===== src/hw/rtl/dlpg_pkg.sv =====
`timescale 1ns / 1ps

package dlpg_pkg;

    // Default geometry of the coordinate datapath
    localparam int COORD_BITS_DEF = 12;
    localparam int FRAC_BITS_DEF  = 8;

    // Width of the step size register
    localparam int STEP_BITS = 4;

    // Operation codes carried on the input channel
    localparam logic OP_START = 1'b0;
    localparam logic OP_TICK  = 1'b1;

    // Status of the divider as seen by the sequencer
    typedef struct packed {
        logic busy;
        logic done;
    } div_status_t;

endpackage


===== src/hw/rtl/dlpg_divider.sv =====
`timescale 1ns / 1ps

// Restoring divider, one quotient bit per cycle. The caller guarantees that
// the quotient fits in COORD_BITS + FRAC_BITS bits, so the upper part of the
// dividend is already below the divisor and seeds the remainder directly.
module dlpg_divider #(
    parameter int COORD_BITS = dlpg_pkg::COORD_BITS_DEF,
    parameter int FRAC_BITS  = dlpg_pkg::FRAC_BITS_DEF
) (
    input  logic                                 aclk,
    input  logic                                 aresetn,
    input  logic                                 start,
    input  logic [2*COORD_BITS+FRAC_BITS-1:0]    dividend,
    input  logic [COORD_BITS-1:0]                divisor,
    output dlpg_pkg::div_status_t                status,
    output logic [COORD_BITS+FRAC_BITS-1:0]      quotient
);

    localparam int QB = COORD_BITS + FRAC_BITS;
    localparam int CW = $clog2(QB + 1);

    logic [COORD_BITS-1:0] rem_reg;
    logic [QB-1:0]         quo_reg;
    logic [CW-1:0]         cnt_reg;
    logic                  busy_reg;
    logic                  done_reg;

    logic [COORD_BITS:0]   trial;
    logic [COORD_BITS:0]   diff;
    logic                  ge;

    // Trial subtraction for the current quotient bit
    always_comb begin
        trial = {rem_reg, quo_reg[QB-1]};
        diff  = trial - {1'b0, divisor};
        ge    = (trial >= {1'b0, divisor});
    end

    // Control: count the quotient bits, flag the end for one cycle
    always_ff @(posedge aclk) begin
        if (!aresetn) begin
            busy_reg <= 1'b0;
            done_reg <= 1'b0;
            cnt_reg  <= '0;
        end else begin
            done_reg <= 1'b0;
            if (start) begin
                busy_reg <= 1'b1;
                cnt_reg  <= CW'(QB);
            end else if (busy_reg) begin
                cnt_reg <= cnt_reg - CW'(1);
                if (cnt_reg == CW'(1)) begin
                    busy_reg <= 1'b0;
                    done_reg <= 1'b1;
                end
            end
        end
    end

    // Datapath: shift the dividend through, collecting quotient bits
    always_ff @(posedge aclk) begin
        if (start) begin
            rem_reg <= dividend[2*COORD_BITS+FRAC_BITS-1:QB];
            quo_reg <= dividend[QB-1:0];
        end else if (busy_reg) begin
            rem_reg <= ge ? diff[COORD_BITS-1:0] : trial[COORD_BITS-1:0];
            quo_reg <= {quo_reg[QB-2:0], ge};
        end
    end

    assign status.busy = busy_reg;
    assign status.done = done_reg;
    assign quotient    = quo_reg;

endmodule


===== src/hw/rtl/dda_line_point_generator.sv =====
`timescale 1ns / 1ps

// DDA line point generator. A start item (op 0) loads two endpoints and
// produces no output; equal endpoints leave no line active. Each tick item
// (op 1) on an active line produces one point: the major axis coordinate
// advances by step_size per point (a step size of zero acts as one), the
// minor coordinate is interpolated in signed fixed point with FRAC_BITS
// fraction bits, its offset from the start truncated toward zero, and the
// final point carries m_last. A tick with no active line is consumed with
// no output. A tick on an active line keeps the input side busy through the
// multiply, the divider load, the restoring divider and the output load, so
// the next item is taken only once the point is in the output register. The
// result sits in an output register, so a waiting point does not stop the
// next tick from being accepted and worked on.
module dda_line_point_generator #(
    parameter int COORD_BITS = dlpg_pkg::COORD_BITS_DEF,
    parameter int FRAC_BITS  = dlpg_pkg::FRAC_BITS_DEF
) (
    input  logic                                aclk,
    input  logic                                aresetn,

    input  logic                                cfg_we,
    input  logic [dlpg_pkg::STEP_BITS-1:0]      cfg_wdata,

    input  logic                                s_valid,
    output logic                                s_ready,
    input  logic                                s_op,
    input  logic signed [COORD_BITS-1:0]        s_start_x,
    input  logic signed [COORD_BITS-1:0]        s_start_y,
    input  logic signed [COORD_BITS-1:0]        s_end_x,
    input  logic signed [COORD_BITS-1:0]        s_end_y,

    output logic                                m_valid,
    input  logic                                m_ready,
    output logic [COORD_BITS-1:0]               m_point_index,
    output logic signed [COORD_BITS+FRAC_BITS-1:0] m_point_x,
    output logic signed [COORD_BITS+FRAC_BITS-1:0] m_point_y,
    output logic                                m_last
);

    localparam int W  = COORD_BITS + FRAC_BITS;
    localparam int DW = 2 * COORD_BITS + FRAC_BITS;

    localparam logic [2:0] ST_IDLE = 3'd0;
    localparam logic [2:0] ST_MUL  = 3'd1;
    localparam logic [2:0] ST_LOAD = 3'd2;
    localparam logic [2:0] ST_DIV  = 3'd3;
    localparam logic [2:0] ST_OUT  = 3'd4;

    logic [2:0]                     state_reg;
    logic [2:0]                     state_next;

    logic [dlpg_pkg::STEP_BITS-1:0] step_reg;

    // Line state, kept as magnitudes and signs
    logic                           line_active_reg;
    logic [COORD_BITS-1:0]          off_mag_reg;
    logic signed [COORD_BITS-1:0]   origin_x_reg;
    logic signed [COORD_BITS-1:0]   origin_y_reg;
    logic [COORD_BITS-1:0]          maj_mag_reg;
    logic                           maj_neg_reg;
    logic [COORD_BITS-1:0]          min_mag_reg;
    logic                           min_neg_reg;
    logic                           x_is_minor_reg;

    logic [2*COORD_BITS-1:0]        prod_reg;

    logic                           m_valid_reg;
    logic [COORD_BITS-1:0]          point_index_reg;
    logic [W-1:0]                   point_x_reg;
    logic [W-1:0]                   point_y_reg;
    logic                           last_reg;

    logic                           s_xfer;
    logic                           out_free;

    logic signed [COORD_BITS:0]     dx;
    logic signed [COORD_BITS:0]     dy;
    logic signed [COORD_BITS:0]     dx_neg;
    logic signed [COORD_BITS:0]     dy_neg;
    logic [COORD_BITS-1:0]          dx_mag;
    logic [COORD_BITS-1:0]          dy_mag;
    logic                           x_major;

    logic [COORD_BITS:0]            stride;
    logic [COORD_BITS:0]            next_mag;
    logic                           is_last;

    logic [DW-1:0]                  dividend;
    logic [W-1:0]                   quotient;
    dlpg_pkg::div_status_t          div_status;

    logic signed [COORD_BITS:0]     off_signed;
    logic signed [COORD_BITS:0]     origin_maj;
    logic signed [COORD_BITS:0]     maj_sum;
    logic [W-1:0]                   frac_w;
    logic [W-1:0]                   origin_min_w;
    logic [W-1:0]                   maj_w;
    logic [W-1:0]                   min_w;

    assign s_ready  = (state_reg == ST_IDLE);
    assign s_xfer   = s_valid && s_ready;
    assign out_free = !m_valid_reg || m_ready;

    // Endpoint deltas and major axis choice for a start item
    always_comb begin
        dx      = (COORD_BITS + 1)'(s_end_x) - (COORD_BITS + 1)'(s_start_x);
        dy      = (COORD_BITS + 1)'(s_end_y) - (COORD_BITS + 1)'(s_start_y);
        dx_neg  = -dx;
        dy_neg  = -dy;
        dx_mag  = dx[COORD_BITS] ? dx_neg[COORD_BITS-1:0] : dx[COORD_BITS-1:0];
        dy_mag  = dy[COORD_BITS] ? dy_neg[COORD_BITS-1:0] : dy[COORD_BITS-1:0];
        x_major = (dx_mag > dy_mag);
    end

    // Offset advance and end of line test
    always_comb begin
        stride   = (step_reg == '0) ? (COORD_BITS + 1)'(1)
                                    : (COORD_BITS + 1)'(step_reg);
        next_mag = (COORD_BITS + 1)'(off_mag_reg) + stride;
        is_last  = (next_mag > (COORD_BITS + 1)'(maj_mag_reg));
    end

    // Point coordinates from the line state and the quotient
    always_comb begin
        off_signed   = maj_neg_reg ? -((COORD_BITS + 1)'(off_mag_reg))
                                   : (COORD_BITS + 1)'(off_mag_reg);
        origin_maj   = x_is_minor_reg ? (COORD_BITS + 1)'(origin_y_reg)
                                      : (COORD_BITS + 1)'(origin_x_reg);
        maj_sum      = origin_maj + off_signed;
        maj_w        = W'(maj_sum) << FRAC_BITS;
        origin_min_w = x_is_minor_reg ? W'(origin_x_reg) : W'(origin_y_reg);
        frac_w       = min_neg_reg ? (~quotient + W'(1)) : quotient;
        min_w        = (origin_min_w << FRAC_BITS) + frac_w;
    end

    assign dividend = DW'(prod_reg) << FRAC_BITS;

    dlpg_divider #(
        .COORD_BITS (COORD_BITS),
        .FRAC_BITS  (FRAC_BITS)
    ) u_divider (
        .aclk     (aclk),
        .aresetn  (aresetn),
        .start    (state_reg == ST_LOAD),
        .dividend (dividend),
        .divisor  (maj_mag_reg),
        .status   (div_status),
        .quotient (quotient)
    );

    // Sequencer
    always_comb begin
        state_next = state_reg;
        case (state_reg)
            ST_IDLE: begin
                if (s_xfer && s_op == dlpg_pkg::OP_TICK && line_active_reg) begin
                    state_next = ST_MUL;
                end
            end
            ST_MUL:  state_next = ST_LOAD;
            ST_LOAD: state_next = ST_DIV;
            ST_DIV: begin
                if (div_status.done) begin
                    state_next = ST_OUT;
                end
            end
            ST_OUT: begin
                if (out_free) begin
                    state_next = ST_IDLE;
                end
            end
            default: state_next = ST_IDLE;
        endcase
    end

    always_ff @(posedge aclk) begin
        if (!aresetn) begin
            state_reg <= ST_IDLE;
        end else begin
            state_reg <= state_next;
        end
    end

    // Step size register
    always_ff @(posedge aclk) begin
        if (!aresetn) begin
            step_reg <= dlpg_pkg::STEP_BITS'(1);
        end else if (cfg_we) begin
            step_reg <= cfg_wdata;
        end
    end

    // Line state: load on start, advance on each emitted point
    always_ff @(posedge aclk) begin
        if (!aresetn) begin
            line_active_reg <= 1'b0;
            off_mag_reg     <= '0;
            origin_x_reg    <= '0;
            origin_y_reg    <= '0;
            maj_mag_reg     <= '0;
            maj_neg_reg     <= 1'b0;
            min_mag_reg     <= '0;
            min_neg_reg     <= 1'b0;
            x_is_minor_reg  <= 1'b0;
        end else if (s_xfer && s_op == dlpg_pkg::OP_START) begin
            line_active_reg <= (dx != '0) || (dy != '0);
            off_mag_reg     <= '0;
            origin_x_reg    <= s_start_x;
            origin_y_reg    <= s_start_y;
            x_is_minor_reg  <= !x_major;
            if (x_major) begin
                maj_mag_reg <= dx_mag;
                maj_neg_reg <= dx[COORD_BITS];
                min_mag_reg <= dy_mag;
                min_neg_reg <= dy[COORD_BITS];
            end else begin
                maj_mag_reg <= dy_mag;
                maj_neg_reg <= dy[COORD_BITS];
                min_mag_reg <= dx_mag;
                min_neg_reg <= dx[COORD_BITS];
            end
        end else if (state_reg == ST_OUT && out_free) begin
            if (is_last) begin
                line_active_reg <= 1'b0;
                off_mag_reg     <= '0;
            end else begin
                off_mag_reg     <= next_mag[COORD_BITS-1:0];
            end
        end
    end

    // Product of offset and minor delta magnitudes
    always_ff @(posedge aclk) begin
        if (state_reg == ST_MUL) begin
            prod_reg <= (2 * COORD_BITS)'(off_mag_reg) * (2 * COORD_BITS)'(min_mag_reg);
        end
    end

    // Output register: hold until the transfer, then drop or reload
    always_ff @(posedge aclk) begin
        if (!aresetn) begin
            m_valid_reg <= 1'b0;
        end else if (state_reg == ST_OUT && out_free) begin
            m_valid_reg <= 1'b1;
        end else if (m_ready) begin
            m_valid_reg <= 1'b0;
        end
    end

    always_ff @(posedge aclk) begin
        if (state_reg == ST_OUT && out_free) begin
            point_index_reg <= off_mag_reg;
            point_x_reg     <= x_is_minor_reg ? min_w : maj_w;
            point_y_reg     <= x_is_minor_reg ? maj_w : min_w;
            last_reg        <= is_last;
        end
    end

    assign m_valid       = m_valid_reg;
    assign m_point_index = point_index_reg;
    assign m_point_x     = point_x_reg;
    assign m_point_y     = point_y_reg;
    assign m_last        = last_reg;

endmodule


===== config.mk =====
export PLATFORM = sky130hd
export DESIGN_NAME = dda_line_point_generator
export DESIGN_NICKNAME = d
export VERILOG_FILES = /design/src/hw/rtl/dlpg_pkg.sv /design/src/hw/rtl/dlpg_divider.sv /design/src/hw/rtl/dda_line_point_generator.sv
export SDC_FILE = /design/constraint.sdc
export NUM_CORES = 1
export LEC_CHECK = 0
export BUFFER_PORTS_ARGS = -buffer_cell sky130_fd_sc_hd__buf_4
export CAP_MARGIN = 20
export CORE_UTILIZATION = 57
export CTS_CLUSTER_SIZE = 20
export DETAILED_ROUTE_END_ITERATION = 10
export GPL_ROUTABILITY_DRIVEN = 0
export PLACE_DENSITY_LB_ADDON = 0.12
export SYNTH_ARGS = -nofsm -noshare
export SYNTH_HDL_FRONTEND = slang
export SYNTH_HIERARCHICAL = 1
export SYNTH_SLANG_ARGS = --single-unit

===== constraint.sdc =====
create_clock -name aclk -period 6.26 [get_ports aclk]
set_input_delay 0.939 -clock aclk [delete_from_list [all_inputs] [get_ports aclk]]
set_output_delay 0.939 -clock aclk [all_outputs]
set_load 0.03 [all_outputs]

==> run metrics, run 1 <==
top-level I/O count=113; most repeated library cell on the critical path=sky130_fd_sc_hd__fa_1; post-synthesis instance area=0.0170 sq mm; number of buffers added by the clock tree synthesis step=17; Lkg Pwr=8.54 nW; post-route setup slack=443 ps; worst clock skew=11.2 ps; MaxCap Viol Count=0; area after detailed placement=0.0182 sq mm; number of failing hold endpoints at the final stage=0; pre-CTS setup slack=472 ps; worst rel slew slack=33.7%; pin count of the biggest net entering global routing=68; Die ar.=0.0304 sq mm; warnings from Yosys=6; clock latency at the later pin of the worst-skew pair=450 ps; antenna-violating nets left=0; Max H-tree Level=4; WP buf/inv=3; post-CTS setup-driven buffer insertion count=0; number of buffers inserted by port buffering=112; critical path, cell by cell=nand2_1 > fa_1 > inv_1 > fa_1 > inv_1 > fa_1 > fa_1 > fa_1 > inv_1 > ha_1 > or4_1 > o22ai_2 > o31ai_1 > or4_1 > nand2_1 > o2111a_1 > a21oi_1 > xnor2_1; final setup violation count=0; Via Count=13.3k; Pwr Total=3.96 mW; detail-routed net length per standard cell=17.4 um; total iterations of the first detailed-routing run=5; number of flip-flops under the largest register name=24; P per Cell Area=211 mW/mm^2; required time at the worst-slack endpoint=6470 ps; critical path's top delay family=adder cells; wire length after detailed routing=40.5 mm; core utilization of the finished layout=64.7%; half-perimeter wire length after detailed placement=31.9 mm; type of element launching the critical path=flip-flop; post-layout min period=5820 ps; largest stage delay on the critical path=600 ps; DRC=0; setup repair after global routing missed its margin=false; clock tree from TritonCTS=done; Die Span Y=174 um; Clock transition at path regs=80 ps; number of nets in the layout=2250; Total GRT Usage=27.6%; signal arrival time at the worst endpoint=6020 ps; highest achievable clock rate=172 MHz; type of the tightest min-delay check=flip-flop to flip-flop; outcome=finished, final reports clean; Std-Cell Core Area=0.0290 sq mm; area of all placed cells without fillers=0.0188 sq mm; Worst Hold Margin=482 ps; Avg Vias per Cell=5.69; slew of the pin with the lowest slew margin=988 ps; GR Overflow Total=0; slowest stage cell on the critical path=sky130_fd_sc_hd__dfxtp_1; via count of the first global-routing pass=13.0k; Initial DRC Count=980; maximum fanout encountered on the critical timing path=13; site row count=62; area growth from synthesis to layout=10.7%; cell chosen for the clock root=sky130_fd_sc_hd__clkbuf_16; clock sink total=188; post-layout instance count excluding filler cells=2329; worst-case clock buffer depth=2; cell count after synthesis=1851; wire length of the first global-routing pass=66.5 mm; period utilisation layout=92.9%; critical path type=flip-flop to flip-flop; die span in x=174 um; VDD IR max=0.194 mV; initial core utilization=58.5%; cts-stage hold buffer count=0; fraction of layout cells with a size suffix above 1=13.0%; CP endpoint kind=flip-flop; Final Slew Violations=0; total negative setup slack=0 ps; Cell Count Post-Placement=2296; syn_area_per_cell=9.16 sq um; diode count=0; number of antenna violations at the first check in global routing=0; Gates resized, CTS repair=0
==> cells in the final DEF (no fill, tap or decap), drive strengths merged, types with 47 or more instances in the layout <==
master,count
buf,141
xnor2,81
o21ai,75
nor2,83
dfxtp,79
edfxtp,109
a21oi,71
mux2,48
fa,106
nand2,225
ha,154
inv,227
and2,71
nand3,47
==> layer usage <==
| metal | global-route usage [%] | part of all wire, % |
|---|---|---|
| met5 | 0 | 0 |
| met4 | 9.93 | 3.0 |
| met3 | 4.68 | 6.1 |
| met2 | 44.7 | 46 |
| met1 | 37.3 | 45 |
==> worst min-delay path: cells and delay by family, from the launching register on <==
kind | cells | cell delay, ps
simple gates | 1 | 50
compound gates | 1 | 60
flops | 1 | 320
==> worst paths after layout <==
| kind | from | to | slack, ps | cells past startpoint |
|---|---|---|---|---|
| hold reg to reg | origin_y_reg[3]$_SDFFE_PN0P_ | origin_y_reg[3]$_SDFFE_PN0P_ | 480 | 2 |
| setup reg to reg | min_mag_reg[3]$_SDFFE_PN0P_ | prod_reg[23]$_DFFE_PP_ | 440 | 18 |
| hold / removal | origin_y_reg[3]$_SDFFE_PN0P_ | origin_y_reg[3]$_SDFFE_PN0P_ | 480 | 2 |
| setup / recovery | min_mag_reg[3]$_SDFFE_PN0P_ | prod_reg[23]$_DFFE_PP_ | 440 | 18 |
==> area by class of cell <==
cell class / count / area [sq um]
clock buffer: 17 / 425
clock inverter: 15 / 131
fill: 2466 / 10200
inverter: 221 / 830
multi-input combinational: 1363 / 11000
sequential: 188 / 4860
tap: 384 / 480
timing repair buffer: 141 / 1080
==> where the power goes <==
part | leakage (nW) | internal, mW | switching [mW] | total [mW]
combinational | 6.60 | 0.583 | 0.796 | 1.38
sequential | 1.66 | 1.41 | 0.121 | 1.53
clock | 0.276 | 0.525 | 0.530 | 1.05
Power figures use the tool's default switching activity.
==> inputs of run 2 (changes only) <==
--- a/config.mk
+++ b/config.mk
@@ -12,6 +12,8 @@
 export DETAILED_ROUTE_END_ITERATION = 10
 export GPL_ROUTABILITY_DRIVEN = 0
 export PLACE_DENSITY_LB_ADDON = 0.12
+export REMOVE_ABC_BUFFERS = 1
+export SETUP_SLACK_MARGIN = 0.05
 export SYNTH_ARGS = -nofsm -noshare
 export SYNTH_HDL_FRONTEND = slang
 export SYNTH_HIERARCHICAL = 1
==> run 2 against run 1 <==
Sequential share of layout area barely moved. Non-clock buffer count fell by 2. Via count fell by 0.45%. Clock power barely moved. Clock-buffer cell count did not move. Die area did not move. Global-route usage rose by 0.094 points. Sequential power barely moved. Setup slack got worse by 78 ps. Largest cell class unchanged.
==> run metrics, run 2 (synthesized netlist as in run 1, its figures left out) <==
post-layout min period=5890 ps (was 5820 ps); CP endpoint kind=flip-flop (unchanged); top-level I/O count=113 (unchanged); total negative setup slack=0 ps (unchanged); number of buffers added by the clock tree synthesis step=17 (unchanged); total iterations of the first detailed-routing run=5 (unchanged); commonest non-fill, non-tap cell in the layout=sky130_fd_sc_hd__nand2_1 (unchanged); Gates resized, CTS repair=0 (unchanged); combinational fraction of design power=34.8% (about the same); wire length after detailed routing=40.6 mm (was 40.5 mm); post-CTS setup-driven buffer insertion count=0 (unchanged); required time at the worst-slack endpoint=6460 ps (was 6470 ps); switching part of the total power=36.7% (was 36.5%); cts-stage hold buffer count=0 (unchanged); leading cell types in the layout, fill and taps excluded=225 x sky130_fd_sc_hd__nand2_1, 219 x sky130_fd_sc_hd__inv_1, 154 x sky130_fd_sc_hd__ha_1 (unchanged); antenna-violating nets left=0 (unchanged); critical path, cell by cell=nand2_1 > fa_1 > inv_1 > fa_1 > inv_1 > fa_1 > fa_1 > fa_1 > inv_1 > ha_1 > or4_1 > o22ai_2 > o31ai_1 > or4_1 > nand2_1 > o2111a_1 > a21oi_1 > xnor2_1 (unchanged); Reg2Reg Launch Point=off_mag_reg[5]$_SDFFE_PP0P_ (was min_mag_reg[3]$_SDFFE_PN0P_); highest achievable clock rate=170 MHz (was 172 MHz); Initial DRC Count=1084 (was 980); maximum fanout encountered on the critical timing path=10 (was 13); proportion of power drawn by flip-flops and latches=38.3% (was 38.6%); Hold Crit Endpoint=origin_x_reg[2]$_SDFFE_PN0P_ (was origin_y_reg[3]$_SDFFE_PN0P_); type of element launching the critical path=flip-flop (unchanged); clock latency at the later pin of the worst-skew pair=440 ps (was 450 ps); diode count=0 (unchanged); register-to-register setup slack=370 ps (was 440 ps); setup repair after global routing missed its margin=false (unchanged); total net switching power=1.46 mW (was 1.45 mW); Via Count=13.2k (was 13.3k); slowest stage cell on the critical path=sky130_fd_sc_hd__or4_1 (was sky130_fd_sc_hd__dfxtp_1); outcome=finished, final reports clean (unchanged); Pwr Total=3.99 mW (was 3.96 mW); P per Cell Area=213 mW/mm^2 (was 211 mW/mm^2); number of flip-flops under the largest register name=24 (unchanged); largest stage delay on the critical path=570 ps (was 600 ps); detail-routed net length per standard cell=17.5 um (was 17.4 um); worst rel slew slack=34.6% (was 33.7%); Avg Vias per Cell=5.67 (was 5.69); Lkg Pwr=8.53 nW (was 8.54 nW); capturing point of the worst reg2reg path=prod_reg[23]$_DFFE_PP_ (unchanged); Max H-tree Level=4 (unchanged); initial core utilization=58.5% (unchanged); Final Slew Violations=0 (unchanged); period utilisation layout=94.2% (was 92.9%); portion of total power attributed to the clock network=27.0% (was 26.6%); die span in x=174 um (unchanged); critical path's top delay family=adder cells (unchanged); most repeated library cell on the critical path=sky130_fd_sc_hd__fa_1 (unchanged); site row count=62 (unchanged); worst clock skew=15.7 ps (was 11.2 ps); via count of the first global-routing pass=13.0k (about the same); MaxCap Viol Count=0 (unchanged); WP buf/inv=3 (unchanged); clock tree from TritonCTS=done (unchanged); GR Overflow Total=0 (unchanged); slew of the pin with the lowest slew margin=979 ps (was 988 ps); Clock transition at path regs=80 ps (about the same); worst-case clock buffer depth=2 (unchanged); VDD IR max=0.158 mV (was 0.194 mV); Total GRT Usage=27.7% (was 27.6%); Internal=2.52 mW (about the same); number of failing hold endpoints at the final stage=0 (unchanged); Std-Cell Core Area=0.0290 sq mm (unchanged); half-perimeter wire length after detailed placement=31.6 mm (was 31.9 mm); count of cells along the worst register-to-register path=18 (unchanged); fraction of layout cells with a size suffix above 1=13.0% (about the same); number of buffers inserted by port buffering=112 (unchanged); number of instances on the worst hold path=2 (unchanged); number of antenna violations at the first check in global routing=1 (was 0); signal arrival time at the worst endpoint=6100 ps (was 6020 ps); type of the tightest min-delay check=flip-flop to flip-flop (unchanged); DRC=0 (unchanged); final setup violation count=0 (unchanged); pin count of the biggest net entering global routing=68 (unchanged); Die ar.=0.0304 sq mm (unchanged); cell chosen for the clock root=sky130_fd_sc_hd__clkbuf_16 (unchanged); wire length of the first global-routing pass=66.4 mm (was 66.5 mm); critical path type=flip-flop to flip-flop (unchanged); number of nets in the layout=2248 (was 2250); HP Start=origin_x_reg[2]$_SDFFE_PN0P_ (was origin_y_reg[3]$_SDFFE_PN0P_); clock sink total=188 (unchanged); area growth from synthesis to layout=10.6% (was 10.7%); Die Span Y=174 um (unchanged)
[run 2: changes by cell type in the layout (fill, tap and decap cells not counted)]
cell                         delta
sky130_fd_sc_hd__clkinv_4       -4
sky130_fd_sc_hd__buf_12         -1
sky130_fd_sc_hd__clkinv_1       -2
sky130_fd_sc_hd__buf_8          -1
sky130_fd_sc_hd__inv_6          +3
sky130_fd_sc_hd__clkinvlp_2     +1
sky130_fd_sc_hd__clkinv_2       +1
sky130_fd_sc_hd__clkinv_8       +2
sky130_fd_sc_hd__inv_8          -1
[run 2: how the worst max path moves through the flow]
stage,from,slack (ps),depth (start not counted),to
2_1_floorplan,s_end_x[0],140,20,maj_mag_reg[11]$_SDFFE_PN0P_
3_3_place_gp,min_mag_reg[3]$_SDFFE_PN0P_,490,18,prod_reg[23]$_DFFE_PP_
3_5_place_dp,off_mag_reg[5]$_SDFFE_PP0P_,440,18,prod_reg[23]$_DFFE_PP_
4_1_cts,off_mag_reg[5]$_SDFFE_PP0P_,390,18,prod_reg[23]$_DFFE_PP_
5_1_grt,off_mag_reg[5]$_SDFFE_PP0P_,170,18,prod_reg[23]$_DFFE_PP_
6_report,off_mag_reg[5]$_SDFFE_PP0P_,370,18,prod_reg[23]$_DFFE_PP_
[run 2: layout make-up]
cell class / instances / area, sq um
repair buffers: 139 / 1040
multi-input cells: 1363 / 11000
fillers: 2447 / 10300
flip-flops and latches: 188 / 4860
inverters: 221 / 830
well taps: 384 / 480
clock buffers: 17 / 425
clock inverters: 15 / 146
[run 2: power groups by stage]
stage	clock (mW)	sequential [mW]	combinational, mW
6_report	1.07	1.53	1.39
3_3_place_gp	0	1.55	1.32
3_5_place_dp	0	1.55	1.35
4_1_cts	1.09	1.52	1.37
2_1_floorplan	0	1.51	0.998
5_1_grt	1.15	1.54	1.53
[run 2: stage by stage]
| step | utilization, % | instances | worst slack, ps | instance area [sq um] | hold WS (ps) |
|---|---|---|---|---|---|
| floorplan | - | 1772 | 139 | 16600 | 431 |
| global placement | 62.7 | 2295 | 490 | 18200 | 464 |
| detailed placement | 62.7 | 2295 | 437 | 18200 | 470 |
| CTS | 64.6 | 2327 | 390 | 18800 | 481 |
| global route | 64.6 | 2327 | 166 | 18800 | 493 |
| finish | 64.6 | 2327 | 365 | 18800 | 476 |
[run 2: worst min-delay path: cells and delay by family, from the launching register on]
family / cells / cell delay (ps)
and+or+nand+nor: 1 / 50
DFF: 1 / 320
AOI/OAI and AO/OA: 1 / 60
[run 2: routing by layer]
metal | vias up | global-route usage [%] | share of wire (%)
li1 | 6398 | - | -
met1 | 6334 | 36.5 | 44
met2 | 405 | 47.1 | 48
met3 | 60 | 3.24 | 5.4
met4 | 2 | 9.93 | 2.9
met5 | - | 0 | 0.032
==> inputs of run 3 (changes only) <==
--- a/config.mk
+++ b/config.mk
@@ -7,6 +7,7 @@
 export LEC_CHECK = 0
 export BUFFER_PORTS_ARGS = -buffer_cell sky130_fd_sc_hd__buf_4
 export CAP_MARGIN = 20
+export CORE_MARGIN = 3
 export CORE_UTILIZATION = 57
 export CTS_CLUSTER_SIZE = 20
 export DETAILED_ROUTE_END_ITERATION = 10
==> run 3 against run 2 <==
Global-route usage down 1.7 points. Non-clock buffer count down 3. Hold slack better by 1.8 ps. Setup slack better by 8.7 ps. Largest power group unchanged. Critical path type unchanged. Via count about the same. Sequential power about the same. Wire length down 0.30%. Flip-flop and latch count unchanged. Cell count down 0.17%.
==> run metrics, run 3 (synthesized netlist as in run 1, its figures left out) <==
outcome=finished, final reports clean (unchanged); GR Overflow Total=0 (unchanged); Std-Cell Core Area=0.0290 sq mm (unchanged); P per Cell Area=212 mW/mm^2 (was 213 mW/mm^2); Die ar.=0.0319 sq mm (was 0.0304 sq mm); Avg Vias per Cell=5.68 (was 5.67); Die Span Y=178 um (was 174 um); post-layout min period=5890 ps (about the same); worst-case clock buffer depth=2 (unchanged); post-CTS setup-driven buffer insertion count=0 (unchanged); area growth from synthesis to layout=10.4% (was 10.6%); site row count=62 (unchanged); clock sink total=188 (unchanged); critical path, cell by cell=nand2_1 > fa_1 > inv_1 > fa_1 > inv_1 > fa_1 > fa_1 > fa_1 > inv_1 > ha_1 > or4_1 > o22ai_2 > o31ai_1 > or4_1 > nand2_1 > o2111a_1 > a21oi_1 > xnor2_1 (unchanged); detail-routed net length per standard cell=17.4 um (was 17.5 um); startpoint of the most critical setup path=min_mag_reg[3]$_SDFFE_PN0P_ (was off_mag_reg[5]$_SDFFE_PP0P_); Max H-tree Level=4 (unchanged); number of buffers added by the clock tree synthesis step=17 (unchanged); clock latency at the later pin of the worst-skew pair=440 ps (about the same); CP Capture Point=prod_reg[23]$_DFFE_PP_ (unchanged); Initial DRC Count=1033 (was 1084); via count of the first global-routing pass=12.6k (was 13.0k); worst rel slew slack=35.5% (was 34.6%); wire length after detailed routing=40.5 mm (was 40.6 mm); leading cell types in the layout, fill and taps excluded=225 x sky130_fd_sc_hd__nand2_1, 219 x sky130_fd_sc_hd__inv_1, 154 x sky130_fd_sc_hd__ha_1 (unchanged); number of failing hold endpoints at the final stage=0 (unchanged); final setup violation count=0 (unchanged); antenna-violating nets left=0 (unchanged); area after detailed placement=0.0182 sq mm (about the same); most repeated library cell on the critical path=sky130_fd_sc_hd__fa_1 (unchanged); type of element launching the critical path=flip-flop (unchanged); type of the tightest min-delay check=flip-flop to flip-flop (unchanged); cell chosen for the clock root=sky130_fd_sc_hd__clkbuf_16 (unchanged); fraction of layout cells with a size suffix above 1=12.9% (was 13.0%); number of antenna violations at the first check in global routing=0 (was 1); Reg2Reg Launch Point=min_mag_reg[3]$_SDFFE_PN0P_ (was off_mag_reg[5]$_SDFFE_PP0P_); die span in x=178 um (was 174 um); capturing point of the worst reg2reg path=prod_reg[23]$_DFFE_PP_ (unchanged); slowest stage cell on the critical path=sky130_fd_sc_hd__dfxtp_1 (was sky130_fd_sc_hd__or4_1); register-to-register setup slack=370 ps (about the same); DRC=0 (unchanged); Via Count=13.2k (about the same); setup repair after global routing missed its margin=false (unchanged); largest stage delay on the critical path=630 ps (was 570 ps); Final Slew Violations=0 (unchanged); half-perimeter wire length after detailed placement=31.4 mm (was 31.6 mm); period utilisation layout=94.0% (was 94.2%); Lkg Pwr=8.49 nW (was 8.53 nW); pre-CTS setup slack=406 ps (was 437 ps); signal arrival time at the worst endpoint=6080 ps (was 6100 ps); Total GRT Usage=26.0% (was 27.7%); slew of the pin with the lowest slew margin=965 ps (was 979 ps); maximum fanout encountered on the critical timing path=13 (was 10); diode count=0 (unchanged); commonest non-fill, non-tap cell in the layout=sky130_fd_sc_hd__nand2_1 (unchanged); Clock transition at path regs=80 ps (about the same); post-route setup slack=374 ps (was 365 ps); required time at the worst-slack endpoint=6450 ps (was 6460 ps); wire length of the first global-routing pass=65.2 mm (was 66.4 mm); VDD IR max=0.178 mV (was 0.158 mV); initial core utilization=58.5% (unchanged); area of all placed cells without fillers=0.0187 sq mm (was 0.0188 sq mm); pin count of the biggest net entering global routing=68 (unchanged); count of cells along the worst register-to-register path=18 (unchanged); clock tree from TritonCTS=done (unchanged); number of buffers inserted by port buffering=112 (unchanged); CP endpoint kind=flip-flop (unchanged); number of nets in the layout=2245 (was 2248); top-level I/O count=113 (unchanged); number of flip-flops under the largest register name=24 (unchanged); Filler Cells Inserted=2477 (was 2447); total iterations of the first detailed-routing run=5 (unchanged); critical path type=flip-flop to flip-flop (unchanged); highest achievable clock rate=170 MHz (about the same); total negative setup slack=0 ps (unchanged); worst clock skew=9.95 ps (was 15.7 ps); MaxCap Viol Count=0 (unchanged)
==> run 3: final cells by class <==
class,instances,area (sq um),share of cell area (%)
Multi-Input combinational cell,1363,11000,58.6
Sequential cell,188,4860,25.9
Timing Repair Buffer,136,1020,5.47
Inverter,221,830,4.43
Tap cell,384,480,2.57
Clock buffer,17,425,2.27
Clock inverter,14,130,0.695
==> run 3: critical path: cells and delay by family (launching register included) <==
kind	cells	cell delay (ps)
adder cells (fa/ha/maj)	6	2760
AND/OR/NAND/NOR	4	1240
AO/OA/AOI/OAI	4	740
flip-flops	1	630
buffers and inverters	3	140
XOR/XNOR	1	120
==> run 3: report_power, final <==
part | leakage (nW) | switching, mW | internal (mW) | total, mW
clock network | 0.260 | 0.529 | 0.522 | 1.05
logic | 6.57 | 0.802 | 0.581 | 1.38
registers | 1.66 | 0.122 | 1.41 | 1.53
==> run 3: worst min-delay path by stage <==
stage                                   endpoint                     startpoint  cells past startpoint  slack (ps)
floorplan              state_reg[0]$_SDFFE_PN0P_  u_divider/done_reg$_SDFF_PP0_                      1         430
global placement    origin_y_reg[5]$_SDFFE_PN0P_   origin_y_reg[5]$_SDFFE_PN0P_                      2         470
detailed placement      step_reg[0]$_SDFFE_PN1P_       step_reg[0]$_SDFFE_PN1P_                      2         470
CTS                 origin_y_reg[6]$_SDFFE_PN0P_   origin_y_reg[6]$_SDFFE_PN0P_                      2         480
global route        origin_y_reg[8]$_SDFFE_PN0P_   origin_y_reg[8]$_SDFFE_PN0P_                      2         520
finish              origin_y_reg[1]$_SDFFE_PN0P_   origin_y_reg[1]$_SDFFE_PN0P_                      2         480
==> run 3: per-layer routing <==
layer,GRT usage [%],up-vias,wire length (um)
li1,-,6393,-
met1,36.0,6324,18100
met2,41.7,420,18800
met3,3.17,68,2200
met4,10.1,0,1450
met5,0,-,0
==> run 3: what timing repair did <==
item | 4_1_cts | 5_1_grt
endpoints found under the setup margin | 0 | 1
resized for setup | 0 | 1
hold endpoints to repair | 0 | 0
hold buffers | 0 | 0
==> run 3: per-stage QoR <==
stage	hold WS [ps]	utilization, %	total power [mW]	std cells
6_report	478	64.5	3.96	2323
3_3_place_gp	467	62.6	2.87	2291
3_5_place_dp	472	62.6	2.91	2292
4_1_cts	484	64.5	3.97	2323
5_1_grt	516	64.5	4.19	2323
2_1_floorplan	431	-	2.51	1772
